**config.mk**
```make
export PLATFORM = sky130hd
export DESIGN_NAME = cbm_ctrl
export DESIGN_NICKNAME = d
export VERILOG_FILES = /design/src/rtl/core/cbm_pkg.sv /design/src/rtl/core/cbm_ctrl.sv
export SDC_FILE = /design/constraint.sdc
export NUM_CORES = 1
export LEC_CHECK = 0
export BUFFER_PORTS_ARGS = -buffer_cell sky130_fd_sc_hd__buf_2
export CAP_MARGIN = 10
export CORE_AREA = 2 2 39 41
export CTS_CLUSTER_SIZE = 24
export DETAILED_ROUTE_END_ITERATION = 10
export DIE_AREA = 0 0 41 43
export MAX_ROUTING_LAYER = met4
export PLACE_DENSITY = 0.6
export RECOVER_POWER = 100
export SYNTH_ARGS = -nofsm -noshare
export SYNTH_HDL_FRONTEND = slang
export SYNTH_SLANG_ARGS = --single-unit
```
**constraint.sdc**
```tcl
create_clock -name clk_i -period 2 [get_ports clk_i]
set_input_delay 0.4 -clock clk_i [delete_from_list [all_inputs] [get_ports clk_i]]
set_output_delay 0.4 -clock clk_i [all_outputs]
set_load 0.05 [all_outputs]
```
**src/rtl/core/cbm_pkg.sv**
```systemverilog
// cbm_pkg: shared types, codes and constants of the banked cartridge mapper
// used by cbm_ctrl, cbm_datapath and cartridge_bank_mapper_top
`default_nettype none

package cbm_pkg;

  localparam int MAX_BANKS_DEF = 64;
  localparam int BANK_W        = 6;
  localparam int BANK_AW       = 13;
  localparam int RAM_AW        = 8;
  localparam int RAM_BYTES     = 256;
  localparam int CNT_W         = 7;
  localparam int SHIFT_W       = 3;
  localparam int REM_W         = CNT_W + BANK_W - 1;

  localparam int OP_W          = 3;
  localparam int IN_TDATA_W    = 32;
  localparam int OUT_TDATA_W   = 16;
  localparam int CFG_IDX_W     = 3;
  localparam int CFG_DATA_W    = 7;

  localparam logic [SHIFT_W-1:0] MOD_LAST = SHIFT_W'(BANK_W - 1);
  localparam logic [7:0]         BYTE_FF  = 8'hFF;

  typedef enum logic [OP_W-1:0] {
    OP_LOW_RD  = 3'd0,
    OP_HIGH_RD = 3'd1,
    OP_IO_RD   = 3'd2,
    OP_IO_WR   = 3'd3,
    OP_ROM_LD  = 3'd4
  } cbm_op_e;

  typedef enum logic [1:0] {
    CT_PLAIN    = 2'd0,
    CT_BANK     = 2'd1,
    CT_BANK_DIS = 2'd2,
    CT_CTRL_RAM = 2'd3
  } cbm_cart_e;

  typedef enum logic [CFG_IDX_W-1:0] {
    CFG_CART_TYPE     = 3'd0,
    CFG_BANK_COUNT    = 3'd1,
    CFG_CART_PRESENT  = 3'd2,
    CFG_HAS_HIGH_ROM  = 3'd3,
    CFG_GAME_DEFAULT  = 3'd4,
    CFG_EXROM_DEFAULT = 3'd5
  } cbm_cfg_e;

  localparam logic [BANK_AW-1:0] IO_BANK_OFS = 13'h000;
  localparam logic [BANK_AW-1:0] IO_CTRL_OFS = 13'h002;

  typedef enum logic [1:0] {
    S_IDLE = 2'd0,
    S_EXEC = 2'd1,
    S_MOD  = 2'd2,
    S_OUT  = 2'd3
  } cbm_state_e;

  typedef struct packed {
    logic               item_load;
    logic               exec;
    logic               mod_step;
    logic [SHIFT_W-1:0] mod_shift;
  } cbm_cmd_t;

  typedef struct packed {
    logic need_mod;
  } cbm_sts_t;

  typedef struct packed {
    logic [BANK_W-1:0] bank_now;
    logic              exrom_level;
    logic              game_level;
    logic [7:0]        rdata;
  } cbm_res_t;

endpackage

`default_nettype wire

```
**src/rtl/core/cbm_ctrl.sv**
```systemverilog
// cbm_ctrl: sequencer of the mapper, accept / execute / bank wrap / output
// depends on cbm_pkg; drives cbm_datapath through cbm_cmd_t
`default_nettype none

module cbm_ctrl (
  input  logic            clk_i,
  input  logic            rst_ni,
  input  logic            in_valid_i,
  output logic            in_ready_o,
  input  logic            out_free_i,
  output logic            out_load_o,
  input  cbm_pkg::cbm_sts_t sts_i,
  output cbm_pkg::cbm_cmd_t cmd_o
);
  import cbm_pkg::*;

  cbm_state_e         state_q, state_d;
  logic [SHIFT_W-1:0] cnt_q, cnt_d;

  always_ff @(posedge clk_i or negedge rst_ni) begin
    if (!rst_ni) begin
      state_q <= S_IDLE;
      cnt_q   <= '0;
    end else begin
      state_q <= state_d;
      cnt_q   <= cnt_d;
    end
  end

  always_comb begin
    state_d   = state_q;
    cnt_d     = cnt_q;
    in_ready_o = 1'b0;
    out_load_o = 1'b0;
    cmd_o     = '0;
    cmd_o.mod_shift = cnt_q;
    unique case (state_q)
      S_IDLE: begin
        in_ready_o = 1'b1;
        if (in_valid_i) begin
          cmd_o.item_load = 1'b1;
          state_d = S_EXEC;
        end
      end
      S_EXEC: begin
        cmd_o.exec = 1'b1;
        if (sts_i.need_mod) begin
          cnt_d   = MOD_LAST;
          state_d = S_MOD;
        end else begin
          state_d = S_OUT;
        end
      end
      S_MOD: begin
        cmd_o.mod_step = 1'b1;
        if (cnt_q == '0) begin
          state_d = S_OUT;
        end else begin
          cnt_d = cnt_q - 1'b1;
        end
      end
      S_OUT: begin
        if (out_free_i) begin
          out_load_o = 1'b1;
          in_ready_o = 1'b1;
          if (in_valid_i) begin
            cmd_o.item_load = 1'b1;
            state_d = S_EXEC;
          end else begin
            state_d = S_IDLE;
          end
        end
      end
      default: state_d = S_IDLE;
    endcase
  end

endmodule

`default_nettype wire

```
==> results of run 1 <==
-- registers in the layout (all words and copies together) (netlist names) --
name	count
state_q	2
cnt_q	3
-- cell usage in the layout, fill, tap and decap left out, types with 2 or more instances in the layout --
cell type  instances
a21oi_1            2
buf_2              4
clkbuf_1           5
clkbuf_2           4
clkbuf_4           3
dfrtp_1            5
ha_1               7
inv_1              8
nand2b_1           2
nor2_1             3
-- critical path, stage by stage, from the launching register on --
cell,delay (ns)
dfrtp_1,0.38
inv_1,0.11
ha_1,0.36
nor3_2,0.15
buf_2,0.27
-- metrics by stage --
stage               std cells  util (%)  TNS (ns)  instance area, um2
global route               75     36.62         0               506.7
finish                     75     36.62         0               506.7
CTS                        75     36.98         0               511.7
global placement           70     34.36         0               475.5
detailed placement         70     34.36         0               475.5
floorplan                  42         -   -0.1517               395.4
-- final cells by class --
| class | count | area (um2) | share of cell area [%] |
|---|---|---|---|
| clock buffers | 4 | 26.28 | 5.185 |
| inverters | 8 | 30.03 | 5.926 |
| multi-input cells | 29 | 240.2 | 47.41 |
| flip-flops and latches | 5 | 125.1 | 24.69 |
| well taps | 16 | 20.02 | 3.951 |
| repair buffers | 13 | 65.06 | 12.84 |
-- Yosys cell counts, types with 2 or more instances --
library cell / instances / area [um2]
a21oi_1: 2 / 10.01
dfrtp_1: 5 / 125.1
ha_1: 7 / 87.58
inv_1: 7 / 26.28
nand2b_1: 2 / 12.51
nor2_1: 4 / 15.01
-- worst min path at each step --
stage / startpoint / to / slack, ns / depth (start not counted)
final: in_valid_i / state_q[0] / 0.50 / 3
after global routing: sts_i / cnt_q[1] / 0.54 / 3
after CTS: rst_ni / cnt_q[0] / 0.51 / 2
after detailed placement: rst_ni / state_q[1] / 0.22 / 1
after global placement: rst_ni / cnt_q[0] / 0.23 / 1
after floorplan: rst_ni / cnt_q[0] / 0.10 / 0
-- metal layers --
layer  global-route usage [%]  routed length [um]
met2                    17.50                 387
met3                    4.712                  44
met1                    12.75                 362
met4                    4.000                   6
met5                        -                   0
-- cell families (layout without fill, tap and decap cells) --
kind of cell | Yosys count | after routing | share of synthesized area, %
AO/OA/AOI/OAI | 8 | 8 | 14.52
buffers and inverters | 8 | 25 | 7.742
multiplexers | 3 | 3 | 8.387
flip-flops | 5 | 5 | 32.26
adder cells (fa/ha/maj) | 7 | 7 | 22.58
AND/OR/NAND/NOR | 11 | 11 | 14.52
==> metrics.txt, run 1 <==
vias in the first global route=a little over 300; largest net degree at the start of global routing=8; final hold slack=0.5047 ns; WS Path Type=reg2out; initial antenna violation count=0; Mapped Area=approximately 390 um2; nets=72; peak fanout along the critical path=4; Worst Setup Slack, final=around 0.095 ns; DRT iter0 DRCs=13; Hold/Removal Path Class=in2reg; unrepaired setup endpoints after global routing=false; via count=approximately 350; hold buffers post-CTS=1; initial core utilization=28.03%; final hold vios=0; Filler cells=roughly 140; Horiz. Die Dim=between 40 and 50 um; placed wire-length estimate=roughly 620 um; global route total overflow=0; syn_nets=54; first-pass GRT wire length=about 1.3 mm; number of enable flip-flop cells after synthesis=0; R2R Path End=state_q[1]; DRT antenna net count=0; Setup WS pre-CTS=0.2290 ns; status=complete, no violations; Longest Clk Path Bufs=2; Post-Syn Area per Cell=just over 9 um2; Worst Clk Skew=0.002043 ns; DRC=0; cells after synthesis=42; total of max-cap violations=0; Area Growth Syn to Fin=30.65%; final setup vio count=0; CP endpoint kind=primary output; Post-CTS Resized=0; worst-margin pin slew=between 0.6 and 0.7 ns; Rows=14; GP Congestion=between 0.7 and 0.8; Worst setup SP type=flip-flop; Die Area=approximately 1800 um2; launch point of the worst reg-to-reg path=cnt_q[1]; core area=approximately 1400 um2; final slew viol count=0; Root Buffer=clkbuf_4; worst reg2reg setup slack=~0.21 ns; yosys warns=0; GRT Total Usage=approximately 11%; Synth Register Bits=5; vias per cell=between 4 and 5; register area share after synthesis=about 32%; share of post-route cells with drive strength above 1=about a quarter; Critical Path End=cmd_o[5]; Async S/R FF share, synth=100.0%; clock slew at reported path FFs=~0.040 ns; post-synthesis cell type count=21; clk sinks=5; Worst-Skew Late Latency=around 0.24 ns; number of iterations in the first detailed-routing pass=5; clock period minus worst slack=between 1.5 and 2 ns; TritonCTS clock tree=yes; Critical Path AT=1.51 ns; # Post-CTS Setup Buffers=0; n_diodes=0; DIE HEIGHT=approximately 43 um; Total Wirelength=roughly 800 um; worst relative slew slack=about three fifths; ys flop type=dfrtp_1; Final Cycle Share=between 90% and 100%; R2R depth=6; WL/cell=10.67 um; IO Pins=13; Max Fclk=roughly 0.52 GHz; CP required=1.60 ns; cts bufs inserted=3; H-tree Lvls=1; PortBufs=12; Worst setup startpoint=state_q[0]
Power of run 1 is left out: the tool's default activity adds up to more than one toggle a clock period on the data nets, which glitch-free logic cannot reach.
==> run 2: changes to the inputs <==
CTS_BUF_LIST = sky130_fd_sc_hd__clkbuf_16   (was default)
==> run 2 against run 1 <==
Routed wire length rose by 3.3%. Sequential share of layout area fell by 2.3 points. Register-to-register slack barely moved. Critical path type unchanged.
==> metrics.txt, run 2 (synthesized netlist as in run 1, its figures left out) <==
status=complete, no violations; number of iterations in the first detailed-routing pass=4; unrepaired setup endpoints after global routing=false; Critical Path AT=1.49 ns; Final Cycle Share=94.48%; Worst setup startpoint=state_q[0]; WS Path Type=reg2out; CP endpoint kind=primary output; worst relative slew slack=between 50% and 60%; Worst Clk Skew=roughly 0.00042 ns; clock period minus worst slack=between 1.5 and 2 ns; final instance area=between 500 and 600 um2; Layout Cells excl Fill=between 70 and 80; Horiz. Die Dim=between 40 and 50 um; setup TNS=0 ns; global route total overflow=0; n_diodes=0; placed wire-length estimate=between 600 and 700 um; final core occ=slightly above 40%; final slew viol count=0; Longest Clk Path Bufs=2; launch point of the worst reg-to-reg path=cnt_q[1]; worst reg2reg setup slack=0.21 ns; DRC=0; nets=72; WL/cell=11.01 um; peak fanout along the critical path=4; DP Area=between 400 and 500 um2; cts bufs inserted=3; final setup vio count=0; core area=between 1000 and 1500 um2; FF/Latch Area=125.1 um2; CP required=approximately 1.6 ns; hold endpoint=state_q[0]; clk sinks=5; initial antenna violation count=0; DRT antenna net count=0; most common cell after layout, fill and taps aside=inv_1; biggest regs=cnt_q (3), state_q (2); final hold vios=0; R2R depth=6; GRT Total Usage=between 10% and 20%; Inst Count DP=70; total of max-cap violations=0; TritonCTS clock tree=yes; Max Fclk=between 0.5 and 0.6 GHz; PortBufs=12; first-pass GRT wire length=1.345 mm; R2R Path End=state_q[1]; Total Wirelength=around 830 um; largest net degree at the start of global routing=8; via count=348; area occupied by multi-input gates=240.2 um2; initial core utilization=28.03%; Rows=14; DIE HEIGHT=between 40 and 50 um; most frequent cells in the layout=inv_1, ha_1, dfrtp_1, clkbuf_1, buf_2; Die Area=approximately 1800 um2; hold depth=3; Hold/Removal Path Class=in2reg; Filler cells=about 140; Root Buffer=clkbuf_16; worst-margin pin slew=approximately 0.61 ns; Worst setup SP type=flip-flop; Reg with most FFs=cnt_q; IO Pins=13; H-tree Lvls=1; GP Congestion=roughly 0.75; share of post-route cells with drive strength above 1=22.03%; vias in the first global route=approximately 310; HP Start=in_valid_i; Worst-Skew Late Latency=approximately 0.22 ns; clock slew at reported path FFs=approximately 0.030 ns; Area Growth Syn to Fin=43.87%; vias per cell=approximately 4.6; max FFs per register=3; DRT iter0 DRCs=9
[run 2: how the worst max path moves through the flow]
stage	endpoint	depth (start not counted)
finish	cmd_o[5]	4
global placement	state_q[1]	6
CTS	cmd_o[5]	4
detailed placement	state_q[1]	6
floorplan	cmd_o[5]	4
global route	in_ready_o	5
[run 2: what timing repair did]
item,4_1_cts,5_1_grt
setup buffers,0,0
endpoints found under the hold margin,5,0
gates resized for setup,0,0
hold buffers,1,0
[run 2: cell type report]
type                    count  share of cell area (%)
multi-input cells          29                   43.05
repair buffers             13                   11.43
well taps                  16                   3.587
clock inverters             1                  0.6726
flip-flops and latches      5                   22.42
inverters                   8                   5.381
clock buffers               3                   13.45
[run 2: critical path, cell delays in order (launching register included)]
cell     delay [ns]
dfrtp_1        0.38
inv_1          0.11
ha_1           0.36
nor3_2         0.15
buf_2          0.27
[run 2: per-layer routing]
metal | GRT usage [%] | vias up | wire (um)
li1 | - | 175 | -
met1 | 13.40 | 163 | 377
met2 | 17.50 | 8 | 395
met3 | 4.712 | 2 | 43
met4 | 6.000 | 0 | 8
met5 | - | - | 0
[run 2: per-stage QoR]
step / hold slack (ns) / setup slack (ns)
final: 0.5185 / 0.1104
after global routing: 0.5694 / 0.03742
after CTS: 0.5300 / 0.09895
after detailed placement: 0.2204 / 0.2290
after global placement: 0.2252 / 0.2437
after floorplan: 0.1044 / -0.1517
Power of run 2 is left out for the same reason.
==> run 3: changes to the inputs <==
CTS_BUF_LIST = sky130_fd_sc_hd__clkbuf_4   (was sky130_fd_sc_hd__clkbuf_16)
==> run 3 against run 2 <==
Final cell count unchanged. Worst setup slack improved by 0.0074 ns. Clock skew barely moved. Non-clock buffer count is the same. Utilization shrank 3.4 points. Routed wire length fell by 6.9%. Cell area shrank 8.5%. Hold slack worse by 0.0092 ns. Register-to-register slack hardly changed. Via count shrank 0.57%. Fmax increased by 0.39%. Critical endpoint is now in_ready_o. Highest routed layer unchanged.
==> metrics.txt, run 3 (synthesized netlist as in run 1, its figures left out) <==
initial antenna violation count=0; Die Area=1763 um2; unrepaired setup endpoints after global routing=false; worst relative slew slack=around 60%; most frequent cells in the layout=inv_1, ha_1, dfrtp_1; FF/Latch Area=approximately 130 um2; cell-by-cell trace of the critical path=ha_1, and2_1, nor2_1, nor2_2, clkbuf_2; worst reg2reg setup slack=roughly 0.21 ns; CP required=roughly 1.6 ns; WL/cell=~10 um; delay-heaviest family, CP=flip-flops; clock period minus worst slack=1.882 ns; total of max-cap violations=0; DRC=0; WS Path Type=reg2out; slowest CP cell=dfrtp_1; CP endpoint kind=primary output; final slew viol count=0; DRT antenna net count=0; n_diodes=0; Post-CTS Resized=0; Worst setup SP type=flip-flop; Max Fclk=approximately 0.53 GHz; H-tree Lvls=1; Total Wirelength=769 um; vias per cell=around 4.6; largest net degree at the start of global routing=8; DIE HEIGHT=43 um; Hold/Removal Path Class=in2reg; Worst Clk Skew=0.0005582 ns; Horiz. Die Dim=41 um; Worst setup startpoint=state_q[0]; Final Cycle Share=a little over nine tenths; GP Congestion=approximately 0.75; Root Buffer=clkbuf_4; status=complete, no violations; Filler cells=about 140; final core occ=a little under two fifths; PortBufs=12; TritonCTS clock tree=yes; global route total overflow=0; first-pass GRT wire length=roughly 1.3 mm; DRT iter0 DRCs=8; max FFs per register=3; clk sinks=5; biggest cell delay along the critical path=0.39 ns; area occupied by multi-input gates=240.2 um2; placed wire-length estimate=around 620 um; Area Growth Syn to Fin=31.61%; most common cell after layout, fill and taps aside=inv_1; IO Pins=13; Worst-Skew Late Latency=0.24 ns; number of iterations in the first detailed-routing pass=4; worst path bufs/invs=1; biggest regs=cnt_q (3), state_q (2); final hold vios=0; core area=about 1400 um2; initial core utilization=between 20 and 30%; R2R depth=6; Longest Clk Path Bufs=2; final setup vio count=0; Rows=14; final hold slack=approximately 0.51 ns; share of post-route cells with drive strength above 1=25.42%; clock slew at reported path FFs=~0.040 ns; via count=346; peak fanout along the critical path=3; vias in the first global route=308; Levels on crit path=5; cts bufs inserted=3; Critical Path End=in_ready_o; worst-margin pin slew=approximately 0.6 ns; Critical Path AT=1.48 ns; Reg with most FFs=cnt_q; R2R Path End=state_q[1]; nets=72; launch point of the worst reg-to-reg path=cnt_q[1]; GRT Total Usage=around 11%
## run 3: cell types whose count changed in the layout (fill, tap and decap cells not counted), sizes merged
cell    previous run  this run
inv                9         8
clkbuf            11        12
## run 3: timing repair
action,CTS,global route
endpoints found under the setup margin,0,0
endpoints found under the hold margin,5,0
buffers inserted,0,0
hold buffers,1,0
## run 3: routing by layer
| metal | wire length [um] | track usage [%] | part of all wire (%) | vias to the layer above |
|---|---|---|---|---|
| met4 | 6 | 4.000 | 0.78 | 0 |
| met1 | 353 | 12.38 | 46 | 158 |
| met3 | 39 | 4.712 | 5.1 | 2 |
| li1 | - | - | - | 176 |
| met5 | 0 | - | 0 | - |
| met2 | 370 | 17.19 | 48 | 10 |
## run 3: per-stage QoR
step	worst slack (ns)	cell area (um2)	instances	TNS, ns
floorplan	-0.1517	395.4	42	-0.1517
global placement	0.2437	475.5	70	0
detailed placement	0.2290	475.5	70	0
CTS	0.1016	515.5	75	0
global route	0.01231	510.5	75	0
finish	0.1178	510.5	75	0
## run 3: how the worst min path moves through the flow
stage | from | to | slack, ns | cells after the start
6_report | in_valid_i | state_q[0] | 0.51 | 3
5_1_grt | in_valid_i | state_q[0] | 0.54 | 3
4_1_cts | rst_ni | cnt_q[0] | 0.51 | 2
3_5_place_dp | rst_ni | state_q[1] | 0.22 | 1
3_3_place_gp | rst_ni | cnt_q[0] | 0.23 | 1
2_1_floorplan | rst_ni | cnt_q[0] | 0.10 | 0
## run 3: worst register-to-register path: cells and delay by family (launching register included)
kind / cells / cell delay [ns]
DFF: 1 / 0.39
adders and majority gates: 2 / 0.37
buffers and inverters: 2 / 0.16
muxes: 1 / 0.37
AOI/OAI and AO/OA: 1 / 0.37
## run 3: layout make-up
type / count / share of cell area, %
multi-input cells: 29 / 47.06
flip-flops and latches: 5 / 24.51
repair buffers: 13 / 12.75
clock buffers: 4 / 5.882
inverters: 8 / 5.882
well taps: 16 / 3.922
Power of run 3 is left out for the same reason.
